[src/csdi_pkg.sv]
// ----------------------------------------------------------------------------
// csdi_pkg
// Shared widths and constants for the calibrated speed-to-duty interpolator.
// ----------------------------------------------------------------------------
`default_nettype none

package csdi_pkg;

  localparam int TABLE_ENTRIES = 385;
  localparam int DUTY_SHIFT    = 2;

  localparam int IDX_W  = 9;
  localparam int SPD_W  = 16;
  localparam int DUTY_W = 11;
  localparam int PROD_W = SPD_W + IDX_W;
  localparam int NUM_W  = PROD_W + DUTY_SHIFT;
  localparam int CNT_W  = $clog2(NUM_W + 1);

  localparam logic [IDX_W-1:0]  LAST_IDX = IDX_W'(TABLE_ENTRIES - 1);
  localparam logic [DUTY_W-1:0] TOP_DUTY = DUTY_W'((TABLE_ENTRIES - 1) << DUTY_SHIFT);

  typedef enum logic {
    OP_WRITE = 1'b0,
    OP_QUERY = 1'b1
  } op_t;

endpackage

`default_nettype wire

[src/csdi_div.sv]
// ----------------------------------------------------------------------------
// csdi_div
// Restoring unsigned divider, one quotient bit per cycle.
// ----------------------------------------------------------------------------
`default_nettype none

module csdi_div (
  input  wire logic                       clk,
  input  wire logic                       rst,
  input  wire logic                       go,
  input  wire logic [csdi_pkg::NUM_W-1:0] dividend,
  input  wire logic [csdi_pkg::SPD_W-1:0] divisor,
  output logic                            done,
  output logic [csdi_pkg::NUM_W-1:0]      quotient
);
  import csdi_pkg::*;

  logic             running;
  logic [CNT_W-1:0] cnt;
  logic [SPD_W-1:0] den;
  logic [SPD_W:0]   rem;
  logic [NUM_W-1:0] quo;
  logic [SPD_W:0]   trial;
  logic             fits;

  assign trial    = {rem[SPD_W-1:0], quo[NUM_W-1]};
  assign fits     = trial >= {1'b0, den};
  assign quotient = quo;

  always_ff @(posedge clk) begin
    if (rst) begin
      running <= 1'b0;
      done    <= 1'b0;
      cnt     <= '0;
    end else begin
      done <= 1'b0;
      if (go) begin
        rem     <= '0;
        quo     <= dividend;
        den     <= divisor;
        cnt     <= CNT_W'(NUM_W);
        running <= 1'b1;
      end else if (running) begin
        rem <= fits ? (trial - {1'b0, den}) : trial;
        quo <= {quo[NUM_W-2:0], fits};
        cnt <= cnt - CNT_W'(1);
        if (cnt == CNT_W'(1)) begin
          running <= 1'b0;
          done    <= 1'b1;
        end
      end
    end
  end

endmodule

`default_nettype wire

[config.mk]
export PLATFORM = sky130hd
export DESIGN_NAME = csdi_div
export DESIGN_NICKNAME = d
export VERILOG_FILES = /design/src/csdi_pkg.sv /design/src/csdi_div.sv
export SDC_FILE = /design/constraint.sdc
export NUM_CORES = 1
export LEC_CHECK = 0
export BUFFER_PORTS_ARGS = -buffer_cell sky130_fd_sc_hd__buf_2
export CORE_ASPECT_RATIO = 0.8
export CORE_MARGIN = 4
export CORE_UTILIZATION = 56
export DETAILED_ROUTE_END_ITERATION = 8
export PLACE_DENSITY = 0.81
export SETUP_SLACK_MARGIN = 0.2
export SKIP_LAST_GASP = 1
export SLEW_MARGIN = 20
export SYNTH_ARGS = -nofsm -noshare
export SYNTH_HDL_FRONTEND = slang
export SYNTH_SLANG_ARGS = --single-unit
export TNS_END_PERCENT = 50
[constraint.sdc]
create_clock -name clk -period 5.5 [get_ports clk]
set_input_delay 0 -clock clk [delete_from_list [all_inputs] [get_ports clk]]
set_output_delay 0 -clock clk [all_outputs]
set_load 0.1 [all_outputs]
Yosys cells after proc, flatten, opt, wreduce, memory -nomap -nowiden
Index checks and enable logic that the tools add are counted. W data, S select, Z words.

Add/subtract/negate cells: 2. Multiply operators: 0. Divide/modulo/power cells: 0. $lt $le $gt $ge: 1. Eq/ne operators: 1. Shift operators: 0. Mux-type cells: 10. Bitwise logic cells: 2. Reduce and logical (&&, ||, !) cells: 5.

Operators with widths (count): $mux W27 (2); $mux W16 (2); $ge A17 B16 Y1 (1); $sub A16 B16 Y16 (1); $mux W5 (2); $eq A5 B1 Y1 const B (1); $sub A5 B1 Y5 const B (1); $mux W1 (4); $reduce_and A2 Y1 (2); $reduce_or A3 Y1 (1); $not A1 Y1 (2); $reduce_bool A2 Y1 (1); $reduce_or A2 Y1 (1).

Flip-flop bits (word level): 66. Latch bits: 0. RAM bits: 0. Bits in read-only memories: 0. Input bits: 46. Output and inout bits: 28. Word-level logic and storage cells: 28. Memories kept: 0.

Longest topological paths before layout
Gate-level depths: netlist of run 1.

Depth in word-level cells: 4. Gate-level depth with buffers: 10. Gate-level depth less buffers: 10.

Least setup slack after synthesis of run 1
Ideal clock, no wire load.

Kind: flip-flop to flip-flop. From: reg quo[26] (netlist: quotient[26]). To: reg rem[15], data pin. Setup time: 0.146 ns. Arrival: 2.697 ns. Required time: 5.354 ns. Path slack: 2.657 ns. Stages on the path, launching flop included: 10. Buffers on the path: 0. Period minus slack after synthesis: 2.843 ns. Cells stage by stage: edfxtp_1 > inv_1 > ha_1 > nand2b_1 > a21oi_1 > o31ai_2 > nand3_1 > a41oi_4 > or4_1 > a21oi_1.

Cells in the longest elaborated chain, start to end: 3. Elaborated cells between the ends (all ways): 4. Those cells by class: 1 x add/sub; 1 x order compare; 2 x mux.

Ends and longest elaborated chain: from (decl) (RTL line csdi_div.sv:22) `logic [NUM_W-1:0] quo;`; from (signal assigned) (RTL line csdi_div.sv:39) `quo <= dividend;`; from (signal assigned) (RTL line csdi_div.sv:45) `quo <= {quo[NUM_W-2:0], fits};`; $sub A16 B16 Y16 / $ge A17 B16 Y1 (equally long branches) (RTL line csdi_div.sv:44, csdi_div.sv:27); $mux W16 * (RTL line csdi_div.sv:44) `rem <= fits ? (trial - {1'b0, den}) : trial;`; $mux W16 * (RTL line csdi_div.sv:43) `end else if (running) begin`; to (signal assigned) (RTL line csdi_div.sv:44); to (decl) (RTL line csdi_div.sv:21) `logic [SPD_W:0] rem;`.

Every way passes the cells marked *; elsewhere a longest branch is shown, timed or not. The select of a mux whose other input is x is not followed. A chain may end at the register's enable or synchronous reset.

Worst setup path in the final report of run 1
From: reg rem[9]. To: reg rem[8], data pin.

Cells in the longest elaborated chain, start to end: 3.

Ends and longest elaborated chain: $ge A17 B16 Y1 (RTL line csdi_div.sv:27) `assign fits = trial >= {1'b0, den};`; $mux W16 (RTL line csdi_div.sv:44); $mux W16 (RTL line csdi_div.sv:43).

No other way between the ends. The select of a mux whose other input is x is not followed.

==> run_results.csv, run 1 <==
group,metric,value,unit
outcome,status,"completed",
worst_setup_path,cp-start-kind,"flop",
floorplan,die_h,79.3,um
placed_design,dp_cells,444,
floorplan,num_rows,25,
hold_path,hold_path_class,"input port to flop",
sta,final.period_utilization,57.4,%
sta,setup_tns,0,ps
detailed_routing,viasPerCell,5.56,
worst_setup_path,slowest_delay,730,ps
worst_setup_path,regToRegSetupSlack,2340,ps
detailed_routing,routed_wl,8.29,mm
clocking,numCtsBuffers,9,
sta,setup_viol,0,
synth,async_reset_ff_share,0,%
synth,synth_edf_count,59,
sta,hold_viol,0,
worst_setup_path,critical_path.cell_chain,"ha_1 -> a21oi_2 -> inv_2 -> a311o_1 -> a211o_1 -> a41oi_4 -> mux2i_1 -> nor2_1",
worst_setup_path,cp_top_family,"compound AO/OA/AOI/OAI gates",
synth,synth_most_common_cell,"edfxtp_1",
synth,synth_top_area_share,49.8,%
worst_setup_path,path_buf_inv,1,
detailed_routing,drc,0,
synth,synth.area.top_cells,"edfxtp_1 50%, mux2_2 8.2%, ha_1 6.3%",
floorplan,core_area,6040,um^2
sta,fin_skew,14.4,ps
final_layout,layout.cells.non_filler,503,
synth,avgSynthCellArea,12.0,um^2
final_layout,drive_above_1_share,29.6,%
floorplan,initial_core_util,58.9,%
detailed_routing,vias,2798,
floorplan,top_level_ports,74,
placed_design,preCtsSetupSlack,2440,ps
sta,setup_ws,2340,ps
floorplan,dieWidth,97.1,um
worst_setup_path,cp.depth,8,
placed_design,gp_congestion,0.906,
global_route,grt_use_total,22.2,%
sta,maxSlewHeadroom,34.9,%
worst_setup_path,r2r_cells,8,
clocking,cts_tree,"done",
power,p_leak,0.00195,uW
global_route,grt_pass1_vias,2703,
sta,rsz0062_at_grt,"false",
synth,ys_types,49,
clocking,insertion_delay,350,ps
hold_path,whs_path_depth,3,
global_route,grt_overflow_total,0,
clocking,cts_max_path_buffers,2,
global_route,grt_max_degree,47,
clocking,cts.reportedPaths.clkPinSlew,70,ps
clocking,clock-sinks,66,
worst_setup_path,crit_path_top_delay_cell,"a41oi_4",
final_layout,nNetsFinal,482,
synth,ys_top_cells_by_count,"59 x edfxtp_1, 26 x mux2_2, 26 x nor2_1, 22 x a21oi_1, 21 x inv_1",
clocking,htreeDepth,3,
synth,syn_area,3560,um^2
synth,yosysTopAreaCell,"edfxtp_1",
synth,synth_fp_nets,361,
placed_design,post_dp_cell_area,3990,um^2
synth,postSynthCellCount,296,
clocking,postCtsHoldBufs,43,
worst_setup_path,worstPathArrival,3230,ps
synth,synth_warnings,0,
final_layout,area_growth_syn_to_layout,31.5,%
power,p_per_area,337,nW/um^2
sta,tightest_slew,977,ps
final_layout,fillers,369,
clocking,post_cts_resized,0,
final_layout,antenna_cells,0,
global_route,grt_pass1_wl,13.2,mm
worst_setup_path,cp-end-kind,"flop",
worst_setup_path,critPathMaxFanout,24,
global_route,antenna_found_initial,0,
synth,synth_flop_cell,"edfxtp_1",
sta,fmax,317,MHz
final_layout,design_area,4680,um^2
detailed_routing,drtPass1Iterations,6,
placed_design,numPortBuffers,73,
clocking,cts-root-buf,"clkbuf_8",
detailed_routing,routedWlPerCell,16.5,um
sta,drv_slew,0,
detailed_routing,drtIter0Drc,223,
worst_setup_path,crit_type,"flop to flop",
placed_design,hpwl,5.32,mm
clocking,postCtsSetupBuffers,0,
floorplan,dieArea,7700,um^2
run,drv_cap,0,
synth,yosys_register_bits,66,
synth,ys_seq_area_share,53.7,%
detailed_routing,final_antenna_net_count,0,
power,peakVddDrop,0.000268,V
sta,min_period,3160,ps
worst_setup_path,required,5570,ps
[path summary, 6_finish.rpt]
| kind | from | to |
|---|---|---|
| worst min register to register | cnt[1] | cnt[1] |
| worst max register to register | rem[9] | rem[8] |
| worst max-delay path | rem[9] | rem[8] |
| worst min-delay path | dividend[0] | quotient[0] |
[sequential cells by signal, summed over array words and instances, names as in the netlist]
name,flops
done,1
rem,16
cnt,5
quotient,27
running,1
den,16
[layout by cell type, fill, tap and decap left out, drive strengths merged, types with 2 or more instances in the layout]
master,n
a31oi,3
mux2,26
o31ai,4
a21oi,23
bufinv,4
a211oi,5
inv,23
or2,2
nor2,26
nand2b,4
dfxtp,7
nand4,2
nand2,14
buf,75
dlygate4sd3,43
nor2b,3
clkinv,2
nand3,6
a21o,3
xor2,6
mux2i,9
or3,5
ha,18
xnor2,8
edfxtp,59
clkbuf,10
nor4b,2
and3,2
o21a,3
nor3,6
o21ai,8
[layout make-up]
class,instances,area [um^2],area share [%]
Sequential cell,66,1910,40.8
Inverter,23,86.3,1.84
Tap cell,81,101,2.17
Clock inverter,6,138,2.94
Clock buffer,10,128,2.73
Multi-Input combinational cell,199,1510,32.2
Timing Repair Buffer,118,811,17.3
[stage by stage]
stage / hold WS, ps / total power (uW) / utilization (%)
floorplan: 98.9 / 940 / -
global placement: 176 / 999 / 66.0
detailed placement: 178 / 1010 / 66.0
CTS: 0.108 / 1570 / 77.5
global route: 25.2 / 1640 / 77.5
finish: 7.75 / 1580 / 77.5
[where the power goes]
group	switching, uW	leakage [uW]	internal, uW
Sequential	20.6	0.000622	597
Clock	193	0.000131	349
Combinational	264	0.00120	153
Total	478	0.00195	1100
[cells by family (layout without fill, tap and decap cells)]
logic type               Yosys count  after routing  share of synthesized area, %
AO/OA/AOI/OAI                     55             55                          10.5
XOR/XNOR                          14             14                          3.45
adder cells (fa/ha/maj)           19             19                          6.89
buffers and inverters             31            157                          4.18
flip-flops                        66             66                          53.7
multiplexers                      35             35                          10.8
AND/OR/NAND/NOR                   76             76                          10.5
[worst register-to-register path, stage by stage, from the launching register on]
cell and delay, ps:
edfxtp_1 410, ha_1 370, a21oi_2 260, inv_2 60
a311o_1 350, a211o_1 330, a41oi_4 730, mux2i_1 310
nor2_1 60
[per-layer routing]
layer | vias to the layer above | track usage, % | routed length, um
met4 | 0 | 8.98 | 190
met3 | 24 | 5.71 | 619
li1 | 1330 | - | -
met2 | 130 | 37.7 | 4200
met5 | - | 0 | 0
met1 | 1314 | 27.2 | 3280
(Power assumes the default switching activity.)
==> run 2: changes to the inputs <==
- ABC_AREA: not set -> 1
- CORE_UTILIZATION: 56 -> 51
- PLACE_DENSITY: 0.81 -> 0.77
- clock period: 5.5 -> 2.9 ns (I/O delays scaled with it)
==> run 2 against run 1 <==
Clock skew decreased by 2.4 ps. Worst setup slack lost 1800 ps. Area after synthesis is 10% higher. Die area grew 19%. Cell count rose by 44%. Largest cell class unchanged. Largest power group unchanged. Highest routed layer unchanged.
==> run_results.csv, run 2 <==
group,metric,value,unit
placed_design,gp_congestion,0.915,
floorplan,initial_core_util,52.7,%
synth,synth.area.top_cells,"edfxtp_1 45%, nand2_1 19%, inv_1 7.0%",
clocking,numCtsBuffers,9,
synth,yosysTopAreaCell,"edfxtp_1",
worst_setup_path,worstSetupStartpoint,"rem[2]",
clocking,clock-sinks,66,
sta,hold_viol,0,
global_route,antenna_found_initial,0,
sta,final.period_utilization,79.8,%
sta,tightest_slew,681,ps
clocking,htreeDepth,3,
placed_design,numPortBuffers,73,
final_layout,fin_util,68.0,%
power,p_leak,0.00257,uW
power,peakVddDrop,0.000314,V
detailed_routing,routed_wl,10.3,mm
synth,synth.mux.area_fraction,0,%
synth,synth_adder_area_share,6.24,%
worst_setup_path,cp-end-kind,"flop",
final_layout,area_growth_syn_to_layout,29.2,%
clocking,cts_tree,"done",
clocking,cts_max_path_buffers,2,
floorplan,dieWidth,106,um
clocking,cts-root-buf,"clkbuf_8",
worst_setup_path,worstPathArrival,2410,ps
worst_setup_path,critPathMaxFanout,13,
outcome,status,"completed",
synth,synth_simple_gate_area_share,32.1,%
synth,postSynthCellCount,493,
clocking,insertion_delay,340,ps
worst_setup_path,required,3000,ps
final_layout,largest_reg_flops,27,
synth,async_reset_ff_share,0,%
synth,synth_compound_area_share,2.13,%
floorplan,core_area,7460,um^2
synth,ys_types,30,
detailed_routing,drtIter0Drc,227,
synth,yosys_register_bits,66,
global_route,grt_use_total,23.1,%
detailed_routing,viasPerCell,4.99,
sta,min_period,2310,ps
detailed_routing,drc,0,
global_route,grt_pass1_wl,16.7,mm
sta,rsz0062_at_grt,"false",
synth,synth_top_family_by_area,"simple AND/OR/NAND/NOR gates",
final_layout,nNetsFinal,679,
sta,fmax,432,MHz
synth,syn_area,3930,um^2
synth,synth_xor_area_share,1.56,%
clocking,post_cts_resized,0,
detailed_routing,vias,3612,
synth,synth_warnings,0,
sta,setup_viol,0,
hold_path,hp-start,"go",
synth,avgSynthCellArea,7.97,um^2
global_route,grt_pass1_vias,3485,
detailed_routing,drtPass1Iterations,5,
sta,setup_tns,0,ps
placed_design,hpwl,6.88,mm
detailed_routing,final_antenna_net_count,0,
synth,synth_edf_count,59,
worst_setup_path,regToRegSetupSlack,590,ps
sta,maxSlewHeadroom,54.5,%
synth,ys_top_cells_by_count,"194 x nand2_1, 73 x inv_1, 59 x edfxtp_1, 47 x nor2_1",
floorplan,num_rows,28,
final_layout,drive_above_1_share,19.2,%
final_layout,layout_commonest_cell,"nand2_1",
synth,synth_most_common_cell,"nand2_1",
floorplan,top_level_ports,74,
floorplan,dieArea,9180,um^2
worst_setup_path,cp-start-kind,"flop",
worst_setup_path,crit_type,"flop to flop",
sta,drv_slew,0,
clocking,cts.reportedPaths.clkPinSlew,80,ps
hold_path,hold_path_class,"input port to flop",
power,p_per_area,577,nW/um^2
final_layout,final_cell_mix,"194 x nand2_1, 73 x inv_1, 73 x buf_2",
synth,synth_fp_nets,558,
sta,fin_skew,12.0,ps
synth,synth_top_area_share,45.1,%
run,drv_cap,0,
final_layout,antenna_cells,0,
detailed_routing,routedWlPerCell,14.3,um
global_route,grt_overflow_total,0,
synth,synth_flop_cell,"edfxtp_1",
synth,ys_seq_area_share,48.6,%
worst_setup_path,r2r-start,"rem[2]",
global_route,grt_max_degree,45,
floorplan,die_h,86.5,um
[run 2: worst paths after layout]
kind | end | depth (start not counted)
setup reg to reg | rem[14] | 10
setup / recovery | rem[14] | 10
hold reg to reg | cnt[3] | 2
hold / removal | cnt[1] | 3
[run 2: per-layer routing]
| layer | wire [um] | global-route usage (%) | up-vias |
|---|---|---|---|
| met5 | 0 | 0 | - |
| met2 | 4940 | 37.6 | 137 |
| met4 | 222 | 7.06 | 0 |
| met1 | 4510 | 31.5 | 1677 |
| li1 | - | - | 1781 |
| met3 | 657 | 4.91 | 17 |
[run 2: worst max-delay path: stages (launching register included)]
cell	delay, ps
edfxtp_1	420
ha_1	430
nand2_2	100
nor2_1	220
nand3_2	130
nand3_2	100
nand2_2	160
nand2_4	210
inv_2	140
nor2_2	120
nor2_1	40
[run 2: area by class of cell]
type                            instances  area (um^2)
Fill cell                             579         2390
Sequential cell                        66         1910
Multi-Input combinational cell        337         1660
Timing Repair Buffer                  122          843
Inverter                               78          293
Clock buffer                           15          230
Tap cell                              105          131
Clock inverter                          1         8.76
[run 2: metrics by stage]
| step | total power, uW | setup slack (ps) | area, um^2 | std cells | hold slack, ps |
|---|---|---|---|---|---|
| after detailed placement | 1980 | 651 | 4400 | 664 | 178 |
| after global routing | 3070 | 396 | 5080 | 724 | 309 |
| after floorplan | 1810 | 233 | 3930 | 493 | 69.1 |
| after global placement | 1960 | 687 | 4400 | 664 | 178 |
| after CTS | 2900 | 645 | 5080 | 724 | 261 |
| final | 2930 | 586 | 5080 | 724 | 286 |
[run 2: logic make-up (layout without fill, tap and decap cells)]
group,after synthesis,after routing
xor+xnor,7,7
flops,66,66
buf+inv,90,216
simple gates,297,297
compound gates,14,14
fa+ha+maj,19,19
[run 2: power breakdown]
part	switching, uW	internal, uW
logic	595	266
clock network	381	517
registers	37.9	1130
[run 2: what timing repair did]
| item | CTS | global route |
|---|---|---|
| setup buffers | 0 | 0 |
| hold buffers | 44 | 0 |
| endpoints found under the hold margin | 47 | 0 |
==> run 3: changes to the inputs <==
- clock period: 2.9 -> 2.1 ns (I/O delays scaled with it)
==> run 3 against run 2 <==
The flow now finishes with violations (setup timing). Clock power grew 29%. Global-route usage grew 1.1 points. Sequential share of layout area shrank 3.5 points. Non-clock buffer count grew 24. Via count grew 6.6%. Core utilization grew 7.0 points. Combinational power grew 68%. Critical path depth is the same. Register-to-register slack lost 650 ps. Fmax grew 7.1%. Worst setup slack lost 650 ps. Wire length grew 12%. Critical path type unchanged.
==> run_results.csv, run 3 (same netlist as run 2, synthesis figures left out) <==
group,metric,value,unit
outcome,status,"finished with violations",
outcome,failed_checks,"setup timing",
clocking,insertion_delay,360,ps
detailed_routing,dr_wl_met3,969,um
final_layout,drive_above_1_share,30.2,%
global_route,grt_overflow_total,0,
floorplan,top_level_ports,74,
worst_setup_path,cp-start-kind,"flop",
clocking,cts_tree,"done",
placed_design,hpwl,7.05,mm
run,drv_cap,0,
hold_path,hold_path_class,"input port to flop",
detailed_routing,vias,3849,
global_route,antenna_found_initial,0,
worst_setup_path,crit_top_cell,"nor2_1",
placed_design,preCtsSetupSlack,-3.14,ps
worst_setup_path,path_buf_inv,1,
worst_setup_path,required,2210,ps
detailed_routing,wl_met1,4.63,mm
power,p_per_area,758,nW/um^2
sta,final.period_utilization,103,%
detailed_routing,routedWlPerCell,15.5,um
placed_design,numPortBuffers,73,
sta,drv_slew,0,
sta,tightest_slew,566,ps
worst_setup_path,cp-end-kind,"flop",
sta,fin_skew,14.1,ps
final_layout,nNetsFinal,703,
sta,rsz0062_at_grt,"true",
final_layout,fillers,502,
final_layout,largest_reg_flops,27,
floorplan,dieWidth,106,um
sta,setup_viol,4,
detailed_routing,routed_wl,11.6,mm
sta,min_period,2160,ps
global_route,grt_pass1_vias,3681,
power,internal-power,2710,uW
final_layout,antenna_cells,0,
worst_setup_path,critical_path.cell_chain,"ha_4 -> a21oi_4 -> nor2_1 -> nor2_1 -> nand2_2 -> nor2_4 -> buf_2 -> nand3b_1 -> nand2_1 -> nor2_1",
power,swShare,36.2,%
global_route,grt_use_total,24.2,%
final_layout,final_cell_mix,"181 x nand2_1, 74 x buf_2, 64 x inv_1",
final_layout,fin_util,75.0,%
worst_setup_path,regToRegSetupSlack,-60,ps
worst_setup_path,crit_type,"flop to flop",
final_layout,area_growth_syn_to_layout,42.5,%
power,peakVddDrop,0.000488,V
worst_setup_path,cp_top_family,"simple AND/OR/NAND/NOR gates",
floorplan,num_rows,28,
sta,maxSlewHeadroom,62.2,%
worst_setup_path,worstPathArrival,2270,ps
power,clkPwrFrac,27.4,%
floorplan,core_area,7460,um^2
worst_setup_path,critPathMaxFanout,5,
power,switchingPower,1540,uW
clocking,htreeDepth,3,
worst_setup_path,crit_path_top_delay_cell,"edfxtp_1",
clocking,cts.reportedPaths.clkPinSlew,90,ps
detailed_routing,wl_met2,5.65,mm
sta,hold_viol,0,
power,seq_power_share,38.4,%
clocking,clock-sinks,66,
final_layout,layout_commonest_cell,"nand2_1",
detailed_routing,drtPass1Iterations,5,
floorplan,dieArea,9180,um^2
clocking,cts-root-buf,"clkbuf_8",
power,p_comb_share,34.2,%
detailed_routing,drc,0,
power,p_leak,0.00272,uW
detailed_routing,final_antenna_net_count,0,
sta,setup_ws,-60.1,ps
global_route,grt_pass1_wl,17.4,mm
sta,whs,215,ps
floorplan,die_h,86.5,um
detailed_routing,routed.top_layer,"met4",
worst_setup_path,slowest_delay,480,ps
clocking,numCtsBuffers,9,
detailed_routing,viasPerCell,5.15,
placed_design,gp_congestion,1.00,
sta,fmax,463,MHz
clocking,cts_max_path_buffers,2,
sta,setup_tns,-73.5,ps
floorplan,initial_core_util,52.7,%
detailed_routing,drtIter0Drc,322,
global_route,grt_max_degree,35,
[run 3: cell types whose count changed in the layout (fill, tap and decap cells not counted), sizes merged]
cell / previous run / this run
buf: 78 / 100
clkbuf: 15 / 13
clkinvlp: 0 / 2
bufinv: 0 / 1
clkinv: 1 / 2
[run 3: area by class of cell]
class                      count  area, um^2  share of cell area [%]
multi-input combinational    337        1950                    34.9
sequential                    66        1910                    34.1
timing repair buffer         146        1090                    19.5
inverter                      78         295                    5.27
clock buffer                  11         151                    2.70
tap                          105         131                    2.35
clock inverter                 5        62.6                    1.12
[run 3: final timing paths]
check                             start      end  cells past startpoint
worst max-delay path            rem[13]  rem[15]                     10
worst min-delay path                 go   cnt[1]                      3
worst max register to register  rem[13]  rem[15]                     10
worst min register to register   cnt[3]   cnt[3]                      2
[run 3: what timing repair did]
item / in CTS / in global routing
endpoints found under the setup margin: 17 / 17
pin swaps: 4 / 16
hold buffers: 44 / 0
gates resized for setup: 23 / 38
buffers inserted: 11 / 7
hold endpoints to repair: 47 / 0
gates cloned: 0 / 3
[run 3: through the flow]
stage	total power (uW)	std cells	area, um^2
after global routing	4440	748	5600
after CTS	4090	738	5380
after detailed placement	2760	667	4450
after floorplan	2510	493	3950
final	4240	748	5600
after global placement	2730	667	4450
[run 3: metal layers]
layer  GRT usage [%]  up-vias
li1                -     1836
met1            31.5     1780
met2            39.7      201
met3            6.11       32
met4            8.71        0
met5               0        -
[run 3: power groups by stage]
| stage | Sequential (uW) | Clock (uW) | Combinational [uW] |
|---|---|---|---|
| CTS | 1620 | 1170 | 1300 |
| detailed placement | 1640 | 0 | 1120 |
| global placement | 1630 | 0 | 1100 |
| finish | 1630 | 1160 | 1450 |
| global route | 1640 | 1230 | 1570 |
| floorplan | 1880 | 0 | 627 |
[run 3: worst register-to-register path: cells and delay by family (launching register included)]
family                     cells  cell delay, ps
adders and majority gates      1             320
AOI/OAI and AO/OA              1             140
DFF                            1             480
buffers and inverters          1             220
and+or+nand+nor                7             770
